### src/hdl/slcan_pkg.sv
// ----------------------------------------------------------------------------
// slcan_pkg
// Shared types, constants and helper functions of the ASCII CAN command parser.
// ----------------------------------------------------------------------------
package slcan_pkg;

  localparam int LINE_DEPTH_DEF = 64;

  localparam logic [7:0] CHR_CR  = 8'h0D;
  localparam logic [7:0] CHR_0   = 8'h30;
  localparam logic [7:0] CHR_1   = 8'h31;
  localparam logic [7:0] CHR_9   = 8'h39;
  localparam logic [7:0] CHR_UA  = 8'h41;
  localparam logic [7:0] CHR_UF  = 8'h46;
  localparam logic [7:0] CHR_LA  = 8'h61;
  localparam logic [7:0] CHR_LF  = 8'h66;
  localparam logic [7:0] CHR_N   = 8'h4E;
  localparam logic [7:0] CHR_V   = 8'h56;
  localparam logic [7:0] CHR_T   = 8'h54;
  localparam logic [7:0] CHR_R   = 8'h52;
  localparam logic [7:0] CHR_LT  = 8'h74;
  localparam logic [7:0] CHR_LR  = 8'h72;

  localparam logic [3:0] STD_ID_DIGITS = 4'd3;
  localparam logic [3:0] EXT_ID_DIGITS = 4'd8;
  localparam logic [3:0] DLC_MAX       = 4'd8;
  localparam logic [2:0] TEXT_LAST     = 3'd5;
  localparam int         ID_W          = 29;
  localparam int         STD_ID_W      = 11;

  typedef enum logic [2:0] {
    ST_IDLE,
    ST_WALK,
    ST_FRAME,
    ST_REPLY_CR,
    ST_TEXT
  } slcan_state_t;

  typedef struct packed {
    logic       valid;
    logic [3:0] value;
  } hex_nib_t;

  function automatic hex_nib_t hex_decode(input logic [7:0] ch);
    hex_nib_t   res;
    logic [7:0] diff;
    res  = '0;
    diff = '0;
    if (ch >= CHR_0 && ch <= CHR_9) begin
      diff      = ch - CHR_0;
      res.valid = 1'b1;
      res.value = diff[3:0];
    end else if (ch >= CHR_UA && ch <= CHR_UF) begin
      diff      = ch - CHR_UA + 8'd10;
      res.valid = 1'b1;
      res.value = diff[3:0];
    end else if (ch >= CHR_LA && ch <= CHR_LF) begin
      diff      = ch - CHR_LA + 8'd10;
      res.valid = 1'b1;
      res.value = diff[3:0];
    end
    return res;
  endfunction

  // Fixed six-character replies: version ("V0101\r") or serial ("N0000\r").
  function automatic logic [7:0] text_char(input logic serial, input logic [2:0] idx);
    logic [7:0] ch;
    case (idx)
      3'd0:    ch = serial ? CHR_N : CHR_V;
      3'd1:    ch = CHR_0;
      3'd2:    ch = serial ? CHR_0 : CHR_1;
      3'd3:    ch = CHR_0;
      3'd4:    ch = serial ? CHR_0 : CHR_1;
      default: ch = CHR_CR;
    endcase
    return ch;
  endfunction

endpackage

### src/hdl/slcan_ram.sv
// ----------------------------------------------------------------------------
// slcan_ram
// Generic single-port synchronous RAM with registered read data.
// ----------------------------------------------------------------------------
module slcan_ram #(
  parameter int WIDTH = 8,
  parameter int DEPTH = 64
) (
  input  logic                     clk,
  input  logic                     we,
  input  logic [$clog2(DEPTH)-1:0] addr,
  input  logic [WIDTH-1:0]         wdata,
  output logic [WIDTH-1:0]         rdata
);

  logic [WIDTH-1:0] mem [DEPTH];
  logic [WIDTH-1:0] rdata_r;

  always_ff @(posedge clk) begin
    if (we) begin
      mem[addr] <= wdata;
    end
    rdata_r <= mem[addr];
  end

  assign rdata = rdata_r;

endmodule

### src/hdl/slcan_ascii_command_parser_unit.sv
// ----------------------------------------------------------------------------
// slcan_ascii_command_parser_unit
// Line buffer and parser for ASCII serial-line CAN commands.
// ----------------------------------------------------------------------------
//
//  Channel | Ports                                   | Direction | Per request
//  --------+-----------------------------------------+-----------+---------------------
//  in      | in_valid/in_ready, in_rx_char           | to block  | one received char
//  out     | out_valid/out_ready, out_kind, out_*    | from block| frame or reply byte
//
// A character other than carriage return is written to the line RAM at
// the current length (or the line is dropped when full).
// A carriage return walks the stored line through the RAM read port, one
// character a cycle from the registered read data; each result is then
// held on the output until it is taken.
// Reset (rst_n low, synchronous) empties the line and idles the walker; the
// RAM content is not cleared. Output stalls hold the walker in place, and
// no new character is taken until every result of a line end is delivered.
//
module slcan_ascii_command_parser_unit #(
  parameter int LINE_DEPTH = slcan_pkg::LINE_DEPTH_DEF
) (
  input  logic        clk,
  input  logic        rst_n,
  input  logic        in_valid,
  output logic        in_ready,
  input  logic [7:0]  in_rx_char,
  output logic        out_valid,
  input  logic        out_ready,
  output logic        out_kind,
  output logic [28:0] out_can_id,
  output logic        out_is_extended,
  output logic        out_is_remote,
  output logic [3:0]  out_data_count,
  output logic [63:0] out_payload,
  output logic [7:0]  out_reply_char,
  output logic        out_last
);

  import slcan_pkg::*;

  localparam int AW = $clog2(LINE_DEPTH);

  // Control state
  slcan_state_t  state_r, state_nxt;
  logic [AW-1:0] len_r, len_nxt;

  // Walker registers
  logic [4:0]      pos_r, pos_nxt;
  logic            ext_r, ext_nxt;
  logic            rem_r, rem_nxt;
  logic [ID_W-1:0] id_r, id_nxt;
  logic [3:0]      dlc_r, dlc_nxt;
  logic [63:0]     data_r, data_nxt;
  logic            txt_sel_r, txt_sel_nxt;
  logic [2:0]      txt_idx_r, txt_idx_nxt;

  // RAM port
  logic          ram_we;
  logic [AW-1:0] ram_addr;
  logic [7:0]    ram_rdata;

  // Walk decode
  hex_nib_t   nib;
  logic [3:0] id_len;
  logic [3:0] dlc_clamp;
  logic [4:0] need;
  logic [4:0] nib_k;
  logic [4:0] nib_last;
  logic       cmd_ext, cmd_rem;

  slcan_ram #(
    .WIDTH (8),
    .DEPTH (LINE_DEPTH)
  ) u_line_ram (
    .clk   (clk),
    .we    (ram_we),
    .addr  (ram_addr),
    .wdata (in_rx_char),
    .rdata (ram_rdata)
  );

  always_ff @(posedge clk) begin
    if (!rst_n) begin
      state_r <= ST_IDLE;
      len_r   <= '0;
    end else begin
      state_r <= state_nxt;
      len_r   <= len_nxt;
    end
  end

  always_ff @(posedge clk) begin
    pos_r     <= pos_nxt;
    ext_r     <= ext_nxt;
    rem_r     <= rem_nxt;
    id_r      <= id_nxt;
    dlc_r     <= dlc_nxt;
    data_r    <= data_nxt;
    txt_sel_r <= txt_sel_nxt;
    txt_idx_r <= txt_idx_nxt;
  end

  assign nib       = hex_decode(ram_rdata);
  assign id_len    = ext_r ? EXT_ID_DIGITS : STD_ID_DIGITS;
  assign dlc_clamp = (nib.value > DLC_MAX) ? DLC_MAX : nib.value;
  assign nib_k     = pos_r - {1'b0, id_len} - 5'd2;
  assign nib_last  = {dlc_r, 1'b0} - 5'd1;
  assign cmd_ext   = (ram_rdata == CHR_T) || (ram_rdata == CHR_R);
  assign cmd_rem   = (ram_rdata == CHR_LR) || (ram_rdata == CHR_R);
  // Characters needed once the DLC is known
  assign need      = {1'b0, id_len} + 5'd2 + (rem_r ? 5'd0 : {dlc_clamp, 1'b0});

  always_comb begin
    state_nxt   = state_r;
    len_nxt     = len_r;
    pos_nxt     = pos_r;
    ext_nxt     = ext_r;
    rem_nxt     = rem_r;
    id_nxt      = id_r;
    dlc_nxt     = dlc_r;
    data_nxt    = data_r;
    txt_sel_nxt = txt_sel_r;
    txt_idx_nxt = txt_idx_r;
    ram_we      = 1'b0;
    ram_addr    = AW'(pos_r) + AW'(1);
    in_ready    = 1'b0;

    case (state_r)
      ST_IDLE: begin
        in_ready = 1'b1;
        if (in_rx_char == CHR_CR) begin
          // Start the walk: read the command character.
          ram_addr = '0;
          if (in_valid && len_r != '0) begin
            pos_nxt   = '0;
            state_nxt = ST_WALK;
          end
        end else begin
          ram_addr = len_r;
          if (in_valid) begin
            if (len_r != AW'(LINE_DEPTH - 1)) begin
              ram_we  = 1'b1;
              len_nxt = len_r + AW'(1);
            end else begin
              // Full line: drop the character and the line.
              len_nxt = '0;
            end
          end
        end
      end

      ST_WALK: begin
        pos_nxt = pos_r + 5'd1;
        if (pos_r == '0) begin
          id_nxt   = '0;
          data_nxt = '0;
          dlc_nxt  = '0;
          ext_nxt  = cmd_ext;
          rem_nxt  = cmd_rem;
          if (ram_rdata == CHR_V || ram_rdata == CHR_N) begin
            txt_sel_nxt = (ram_rdata == CHR_N);
            txt_idx_nxt = '0;
            state_nxt   = ST_TEXT;
          end else if (ram_rdata == CHR_LT || ram_rdata == CHR_T ||
                       ram_rdata == CHR_LR || ram_rdata == CHR_R) begin
            // Short line: not even id and DLC present.
            if (len_r < AW'({1'b0, cmd_ext ? EXT_ID_DIGITS : STD_ID_DIGITS} + 5'd2)) begin
              state_nxt = ST_REPLY_CR;
            end
          end else begin
            state_nxt = ST_REPLY_CR;
          end
        end else if (pos_r <= {1'b0, id_len}) begin
          if (!nib.valid) begin
            state_nxt = ST_REPLY_CR;
          end else begin
            id_nxt = {id_r[ID_W-5:0], nib.value};
          end
        end else if (pos_r == {1'b0, id_len} + 5'd1) begin
          dlc_nxt = dlc_clamp;
          if (!nib.valid || len_r < AW'(need)) begin
            state_nxt = ST_REPLY_CR;
          end else if (rem_r || dlc_clamp == '0) begin
            state_nxt = ST_FRAME;
          end
        end else begin
          // Data nibbles: high nibble of each byte first.
          if (!nib.valid) begin
            state_nxt = ST_REPLY_CR;
          end else begin
            data_nxt[{nib_k[3:1], ~nib_k[0], 2'b00} +: 4] = nib.value;
            if (nib_k == nib_last) begin
              state_nxt = ST_FRAME;
            end
          end
        end
      end

      ST_FRAME: begin
        if (out_ready) begin
          state_nxt = ST_REPLY_CR;
        end
      end

      ST_REPLY_CR: begin
        if (out_ready) begin
          len_nxt   = '0;
          state_nxt = ST_IDLE;
        end
      end

      ST_TEXT: begin
        if (out_ready) begin
          txt_idx_nxt = txt_idx_r + 3'd1;
          if (txt_idx_r == TEXT_LAST) begin
            len_nxt   = '0;
            state_nxt = ST_IDLE;
          end
        end
      end

      default: begin
        state_nxt = ST_IDLE;
      end
    endcase
  end

  // Result fields come straight from the walker registers.
  always_comb begin
    out_valid       = 1'b0;
    out_kind        = 1'b1;
    out_can_id      = '0;
    out_is_extended = 1'b0;
    out_is_remote   = 1'b0;
    out_data_count  = '0;
    out_payload     = '0;
    out_reply_char  = '0;
    out_last        = 1'b0;
    case (state_r)
      ST_FRAME: begin
        out_valid       = 1'b1;
        out_kind        = 1'b0;
        out_can_id      = ext_r ? id_r : {{(ID_W - STD_ID_W){1'b0}}, id_r[STD_ID_W-1:0]};
        out_is_extended = ext_r;
        out_is_remote   = rem_r;
        out_data_count  = dlc_r;
        out_payload     = data_r;
      end
      ST_REPLY_CR: begin
        out_valid      = 1'b1;
        out_reply_char = CHR_CR;
        out_last       = 1'b1;
      end
      ST_TEXT: begin
        out_valid      = 1'b1;
        out_reply_char = text_char(txt_sel_r, txt_idx_r);
        out_last       = (txt_idx_r == TEXT_LAST);
      end
      default: begin
        out_valid = 1'b0;
      end
    endcase
  end

endmodule
### config.mk
export PLATFORM = sky130hd
export DESIGN_NAME = slcan_ascii_command_parser_unit
export DESIGN_NICKNAME = d
export VERILOG_FILES = /design/src/hdl/slcan_pkg.sv /design/src/hdl/slcan_ram.sv /design/src/hdl/slcan_ascii_command_parser_unit.sv
export SDC_FILE = /design/constraint.sdc
export NUM_CORES = 1
export LEC_CHECK = 0
export BUFFER_PORTS_ARGS = -buffer_cell sky130_fd_sc_hd__buf_2
export CORE_ASPECT_RATIO = 2
export CORE_MARGIN = 2
export CORE_UTILIZATION = 60
export DETAILED_ROUTE_END_ITERATION = 8
export PLACE_DENSITY_LB_ADDON = 0.2
export SLEW_MARGIN = 20
export SYNTH_ARGS = -nofsm -noshare
export SYNTH_HDL_FRONTEND = slang
export SYNTH_SLANG_ARGS = --single-unit
export TNS_END_PERCENT = 20
### constraint.sdc
create_clock -name clk -period 7.46 [get_ports clk]
set_input_delay 0.373 -clock clk [delete_from_list [all_inputs] [get_ports clk]]
set_output_delay 0.373 -clock clk [all_outputs]
set_load 0.05 [all_outputs]
==> summary.txt, run 1 <==
CTS
  – CTS tree: yes
  – Clock tree sinks: 637
  – Root Buffer: clkbuf_16
  – Num CTS Buffers: 53
  – Reg clk slew, reported paths: 70 ps
  – Setup Fix Bufs, Post-CTS: 0
  – Clk buf depth: 3
  – Clk Latency, worst-skew pair: 590 ps
  – Hold bufs inserted after CTS: 0
  – # resized after CTS: 0
  – H-Tree Level Count: 2

Place
  – Final RePlAce weighted congestion: 0.9109
  – DPL Wire Length: 42.56 mm
  – Pre-CTS WS: 2694 ps
  – Port Buf Inserts: 121
  – Placed cells: 2625

Logic synthesis
  – Synthesized instance count: 2030
  – Synthesized flop and latch total: 637
  – Post-Syn Nets: 2079
  – Post-synth EDFFs: 620
  – Synth Flop Type: edfxtp_1
  – Syn avg cell area: 13.31 sq um
  – Mapped Area: 0.02702 sq mm
  – Library cells used by synthesis: 71
  – Async set or reset register ratio after synthesis: 0%
  – YS warnings: 0
  – Register area share after synthesis: 70.17%

Floorplan
  – Die Y: 304.1 um
  – FP Rows: 110
  – Initial Util: 60.40%
  – Core area: 0.04473 sq mm
  – DIE AREA: 0.04685 sq mm
  – Die Span X: 154.1 um
  – I/O pins: 123

Detailed routing
  – DRC viols: 0
  – Via density: 6.567
  – Via count: 17.86k
  – M1 WL: 26.95 mm
  – Met2 WL post-DR: 32.59 mm
  – WL/cell: 25.40 um
  – Initial DRC Count: 2493
  – Final ANT Viol Nets: 0
  – Top sig layer: met4
  – Routed wire length: 69.09 mm
  – Met3 Routed Length: 6.643 mm
  – Initial DRT Pass Iterations: 9

Final layout
  – N_diodes: 0
  – Finished Core Util: 66.80%
  – Fin nets: 2169
  – Most frequent cells in the layout: edfxtp_1, nand2_1, nor2_1
  – Register area: 0.01896 sq mm
  – Layout area overhead: 10.59%
  – Filler cells: 3172
  – Share of layout cells above drive strength 1: 12.04%
  – Commonest non-fill, non-tap cell in the layout: edfxtp_1
  – Footprint of the multi-input gates: 0.007492 sq mm
  – Layout Cells excl Fill: 2720

Worst setup path
  – CP most frequent cell: ha_1
  – Crit path capture type: flip-flop
  – WP data arrival: 5270 ps
  – Max FO, Critical Path: 15
  – Reg2reg start: u_line_ram.rdata[0]$_DFF_P_
  – Crit start category: flip-flop
  – Worst-path cell chain: inv_1 > ha_1 > nor3b_1 > or4b_2 > o21ai_0 > a22oi_1 > buf_4 > or3_1 > ha_1 > inv_1 > ha_1 > ha_1 > xor2_1 > xnor2_1 > ha_1 > a211oi_1 > o21ai_0 > and3_1 > a211oi_1 > mux2i_1
  – WP depth: 20
  – Required time of the worst setup path: 7970 ps
  – Worst setup endpoint: state_r[0]$_SDFFE_PN0P_
  – Setup Crit Path Kind: reg2reg
  – CP startpoint: u_line_ram.rdata[0]$_DFF_P_
  – Crit Reg-Reg Endpoint: state_r[0]$_SDFFE_PN0P_
  – WP buf/inv: 3
  – R2R cell count: 20
  – CP top delay family: simple AND/OR/NAND/NOR gates
  – Slowest Stage Delay on Critical Path: 670 ps
  – Reg2Reg Setup Slack: 2700 ps
  – Slowest-stage cell, CP: or4b_2

Timing
  – Period utilization: 63.75%
  – Total Negative Setup Slacks: 0 ps
  – Clock Skews: 11.68 ps
  – Fmax: 0.2103 GHz
  – Final Hold Fails: 0
  – Min Clock Period, post-route: 4756 ps
  – Pins Over Slew Limit: 0
  – Final setup fails: 0
  – Slew @ Worst Pin: 1109 ps
  – Max_slew headroom: 25.76%
  – Final worst slack: 2704 ps
  – Unrepaired setup endpoints after global routing: no

Power
  – Internal power: 5.672 mW
  – Comb power frac: 7.9%
  – Leakage dissipation: 10.27 nW
  – VDD IR max: 0.2674 mV
  – Power Density: 246.3 mW/mm^2
  – Share of power burned in registers: 54.2%
  – Clock power share: 37.9%
  – Switching Share: 22.92%
  – Switching power: 1.687 mW

Job
  – Max-cap violations: 0

Hold path
  – Hold crit path type: in2reg

Run status
  – Status: finished, final reports clean

Global routing
  – Pin count of the biggest net entering global routing: 98
  – First-pass GRT wire length: 104.3 mm
  – Vias in the first global route: 16.91k
  – Congestion Overflow GR: 0
  – Initial antenna violation count: 0
  – Total GRT Usage: 29.30%
## per-stage QoR
stage / power, mW / area, sq um / hold WS [ps]
after floorplan: 4.402 / 27020 / 471.9
after global placement: 4.628 / 28160 / 525.4
after detailed placement: 4.637 / 28160 / 531.4
after CTS: 7.375 / 29880 / 113.6
after global routing: 7.546 / 29880 / 147.6
final: 7.359 / 29880 / 141.1
## cells in the mapped netlist (all sizes together) (5+ instances only)
master	n	area share, %
or3	8	0.19
mux2i	82	3.0
clkbuf	82	1.1
o21ai	68	1.3
a2bb2oi	6	0.19
o211ai	31	0.88
inv	32	0.44
nand2b	7	0.16
a222oi	54	2.0
a221oi	6	0.19
o22ai	17	0.42
a22oi	14	0.39
and3	23	0.53
a211oi	16	0.44
and2	108	2.5
a22o	11	0.36
dfxtp	17	1.3
xor2	11	0.36
a31oi	17	0.39
nor3	51	0.94
nand2	252	3.5
ha	36	1.7
xnor2	6	0.19
buf	39	0.85
nor2	186	2.6
nand3	33	0.61
nor4	5	0.12
or4	8	0.24
edfxtp	620	69
nand4	6	0.14
a21oi	123	2.3
## how the worst min path moves through the flow
stage	startpoint	end	depth (start not counted)
2_1_floorplan	in_rx_char[0]	u_line_ram.mem[0][0]$_DFFE_PP_	0
6_report	in_rx_char[3]	u_line_ram.mem[49][3]$_DFFE_PP_	1
4_1_cts	in_rx_char[3]	u_line_ram.mem[48][3]$_DFFE_PP_	1
5_1_grt	in_rx_char[3]	u_line_ram.mem[48][3]$_DFFE_PP_	1
3_3_place_gp	id_r[21]$_SDFFCE_PN0P_	id_r[25]$_SDFFCE_PN0P_	1
3_5_place_dp	id_r[3]$_SDFFCE_PN0P_	id_r[7]$_SDFFCE_PN0P_	1
## state kept, by name, summed over array words and instances, names as in the netlist
| name | flops |
|---|---|
| u_line_ram.mem | 512 |
| data_r | 64 |
| id_r | 29 |
| u_line_ram.rdata | 8 |
| len_r | 6 |
| pos_r | 5 |
| dlc_r | 4 |
| state_r | 3 |
| txt_idx_r | 3 |
| ext_r | 1 |
| rem_r | 1 |
| txt_sel_r | 1 |
## cells by family after synthesis
kind of cell | after synthesis | share of synthesized area [%]
compound gates | 391 | 9.720
buf+inv | 154 | 2.464
xor+xnor | 17 | 0.5511
other cells | 1 | 0.01388
fa+ha+maj | 37 | 1.741
mux | 84 | 3.121
simple gates | 709 | 12.22
flops | 637 | 70.17
## power groups by stage
stage               Combinational, mW  Sequential, mW  Clock (mW)
detailed placement              0.569            4.07           0
CTS                             0.573            3.99        2.81
finish                          0.581            3.99        2.79
global route                    0.619            3.99        2.94
floorplan                       0.356            4.05           0
global placement                0.560            4.07           0
## layer usage
layer / GRT usage, % / vias up
met3: 4.400 / 182
met5: 0 / -
met2: 45.55 / 1108
met4: 11.82 / 0
met1: 42.11 / 8731
li1: - / 7842
## layout make-up
cell class,instances,area share [%]
flip-flops and latches,637,63.45
multi-input cells,1239,25.08
clock buffers,65,4.694
repair buffers,156,2.948
well taps,560,2.345
clock inverters,30,1.055
inverters,33,0.4313
Note: power is estimated with default switching activity, not from simulation.
==> run 2, diff against run 1 <==
==> constraint.sdc (replaced) <==
create_clock -name clk -period 4.5 [get_ports clk]
set_input_delay 0.225 -clock clk [delete_from_list [all_inputs] [get_ports clk]]
set_output_delay 0.225 -clock clk [all_outputs]
set_load 0.05 [all_outputs]
==> run 2 against run 1 <==
  * Design area up 2.8%
  * Worst setup slack worse by 2400 ps
  * Global-route usage grew 0.64 points
  * Die area stayed put
  * Final cell count grew 3.5%
  * Critical path depth decreased by 10
  * Critical path type unchanged
==> summary.txt, run 2 (synthesized netlist as in run 1, its figures left out) <==
Run status
  – Status: finished, final reports clean (unchanged)

Global routing
  – Global routing usage on met2: 47.97% (was 45.55%)
  – Vias in the first global route: 17.32k (was 16.91k)
  – Initial antenna violation count: 1 (was 0)
  – First-pass GRT wire length: 105.9 mm (was 104.3 mm)
  – Total GRT Usage: 29.94% (was 29.30%)
  – Layer with the highest usage: met2 (unchanged)
  – Grt met1 use: 41.79% (was 42.11%)
  – Pin count of the biggest net entering global routing: 98 (unchanged)
  – Congestion Overflow GR: 0 (unchanged)
  – GRT met3 Usage: 4.144% (was 4.400%)

Worst setup path
  – CP startpoint: state_r[0]$_SDFFE_PN0P_ (was u_line_ram.rdata[0]$_DFF_P_)
  – CP most frequent cell: o21ai_0 (was ha_1)
  – Setup Crit Path Kind: reg2reg (unchanged)
  – R2R cell count: 10 (was 20)
  – Reg2reg start: state_r[0]$_SDFFE_PN0P_ (was u_line_ram.rdata[0]$_DFF_P_)
  – Slowest-stage cell, CP: a21o_4 (was or4b_2)
  – WP buf/inv: 2 (was 3)
  – WP depth: 10 (was 20)
  – WP data arrival: 4640 ps (was 5270 ps)
  – Crit start category: flip-flop (unchanged)
  – Crit Reg-Reg Endpoint: u_line_ram.rdata[6]$_DFF_P_ (was state_r[0]$_SDFFE_PN0P_)
  – Worst-path cell chain: or3_1 > clkinv_4 > nor2_2 > a21o_4 > buf_4 > mux2i_1 > o22ai_1 > o21ai_0 > o21ai_0 > or4_1 (was inv_1 > ha_1 > nor3b_1 > or4b_2 > o21ai_0 > a22oi_1 > buf_4 > or3_1 > ha_1 > inv_1 > ha_1 > ha_1 > xor2_1 > xnor2_1 > ha_1 > a211oi_1 > o21ai_0 > and3_1 > a211oi_1 > mux2i_1)
  – Required time of the worst setup path: 4970 ps (was 7970 ps)
  – Worst setup endpoint: u_line_ram.rdata[6]$_DFF_P_ (was state_r[0]$_SDFFE_PN0P_)
  – Reg2Reg Setup Slack: 320 ps (was 2700 ps)
  – Slowest Stage Delay on Critical Path: 550 ps (was 670 ps)
  – CP top delay family: compound AO/OA/AOI/OAI gates (was simple AND/OR/NAND/NOR gates)
  – Crit path capture type: flip-flop (unchanged)
  – Max FO, Critical Path: 41 (was 15)

Power
  – Leakage dissipation: 10.78 nW (was 10.27 nW)
  – Tot Pwr: 12.44 mW (was 7.359 mW)
  – VDD IR max: 0.4173 mV (was 0.2674 mV)
  – Power Density: 405.1 mW/mm^2 (was 246.3 mW/mm^2)

Timing
  – Period utilization: 92.80% (was 63.75%)
  – Min Hold Slack: 78.62 ps (was 141.1 ps)
  – Unrepaired setup endpoints after global routing: no (unchanged)
  – Max_slew headroom: 33.09% (was 25.76%)
  – Clock Skews: 18.86 ps (was 11.68 ps)
  – Total Negative Setup Slacks: 0 ps (unchanged)
  – Final Hold Fails: 0 (unchanged)
  – Final setup fails: 0 (unchanged)
  – Min Clock Period, post-route: 4176 ps (was 4756 ps)
  – Fmax: 0.2395 GHz (was 0.2103 GHz)
  – Slew @ Worst Pin: 1004 ps (was 1109 ps)
  – Pins Over Slew Limit: 0 (unchanged)

Final layout
  – Share of layout cells above drive strength 1: 15.88% (was 12.04%)
  – Commonest non-fill, non-tap cell in the layout: edfxtp_1 (unchanged)
  – Largest register FFs: 512 (unchanged)
  – Most frequent cells in the layout: edfxtp_1, nand2_1, nor2_1 (unchanged)
  – N_diodes: 0 (unchanged)
  – Fin nets: 2259 (was 2169)
  – Layout area overhead: 13.64% (was 10.59%)
  – Register bank with the most flops: u_line_ram.mem (unchanged)
  – Largest registers: u_line_ram.mem (512), data_r (64), id_r (29) (unchanged)

Detailed routing
  – Final ANT Viol Nets: 0 (unchanged)
  – Initial DRT Pass Iterations: 9 (unchanged)
  – Initial DRC Count: 2998 (was 2493)
  – Via count: 18.10k (was 17.86k)
  – DRC viols: 0 (unchanged)
  – WL/cell: 25.04 um (was 25.40 um)
  – Routed wire length: 70.45 mm (was 69.09 mm)
  – Via density: 6.432 (was 6.567)

Floorplan
  – Initial Util: 60.40% (unchanged)
  – I/O pins: 123 (unchanged)
  – Die Span X: 154.1 um (unchanged)
  – FP Rows: 110 (unchanged)
  – Die Y: 304.1 um (unchanged)
  – DIE AREA: 0.04685 sq mm (unchanged)
  – Core area: 0.04473 sq mm (unchanged)

Place
  – DPL Wire Length: 44.57 mm (was 42.56 mm)
  – Final RePlAce weighted congestion: 0.8724 (was 0.9109)
  – Port Buf Inserts: 121 (unchanged)

CTS
  – Clk buf depth: 3 (unchanged)
  – Setup Fix Bufs, Post-CTS: 0 (unchanged)
  – Clock tree sinks: 637 (unchanged)
  – Root Buffer: clkbuf_16 (unchanged)
  – CTS tree: yes (unchanged)
  – Clk Latency, worst-skew pair: 600 ps (was 590 ps)
  – Num CTS Buffers: 53 (unchanged)
  – Reg clk slew, reported paths: 70 ps (about the same)
  – H-Tree Level Count: 2 (unchanged)

Hold path
  – Hold crit path type: in2reg (unchanged)

Job
  – Max-cap violations: 0 (unchanged)
run 2: cell count changes in the layout (fill, tap and decap cells not counted), sizes merged:
cell         change
dlygate4sd3      +3
bufinv           +2
clkbuf           -3
clkinvlp         +4
inv              +3
clkinv           -2
buf             +87
run 2: final cells by class:
cell class / instances / area, sq um
clock buffers: 62 / 1360
clock inverters: 37 / 436.7
fillers: 3142 / 14030
inverters: 33 / 128.9
multi-input cells: 1239 / 7500
flip-flops and latches: 637 / 18960
well taps: 560 / 700.7
repair buffers: 246 / 1614
run 2: per-layer routing:
metal / vias up / part of all wire, %
li1: 8010 / -
met1: 8875 / 38
met2: 1036 / 48
met3: 180 / 9.6
met4: 0 / 4.5
met5: - / 0
run 2: per-stage QoR:
step,instances,utilization (%),setup slack [ps],cell area [sq um]
finish,2814,68.64,324.0,30700
global route,2814,68.64,124.8,30700
CTS,2814,68.61,105.2,30690
detailed placement,2712,64.53,113.3,28860
global placement,2712,64.53,162.5,28860
floorplan,2030,-,40.54,27020
run 2: repair_timing:
item                                    in CTS  in global routing
hold endpoints to repair                    23                  0
endpoints found under the setup margin       0                  3
hold buffers                                 3                  0
resized for setup                            0                  7
run 2: power by group:
part | switching (mW) | internal [mW] | total [mW]
clock network | 2.15 | 2.66 | 4.80
logic | 0.704 | 0.326 | 1.03
registers | 0.0560 | 6.55 | 6.61
run 2: worst min-delay path by stage:
| stage | startpoint | cells after the start | endpoint | slack (ps) |
|---|---|---|---|---|
| 2_1_floorplan | in_rx_char[0] | 0 | u_line_ram.mem[0][0]$_DFFE_PP_ | 320 |
| 3_3_place_gp | in_rx_char[7] | 1 | u_line_ram.mem[9][7]$_DFFE_PP_ | 510 |
| 3_5_place_dp | in_rx_char[7] | 1 | u_line_ram.mem[9][7]$_DFFE_PP_ | 520 |
| 4_1_cts | in_rx_char[3] | 1 | u_line_ram.mem[11][3]$_DFFE_PP_ | 50 |
| 5_1_grt | in_rx_char[3] | 1 | u_line_ram.mem[11][3]$_DFFE_PP_ | 70 |
| 6_report | in_rx_char[3] | 1 | u_line_ram.mem[9][3]$_DFFE_PP_ | 80 |
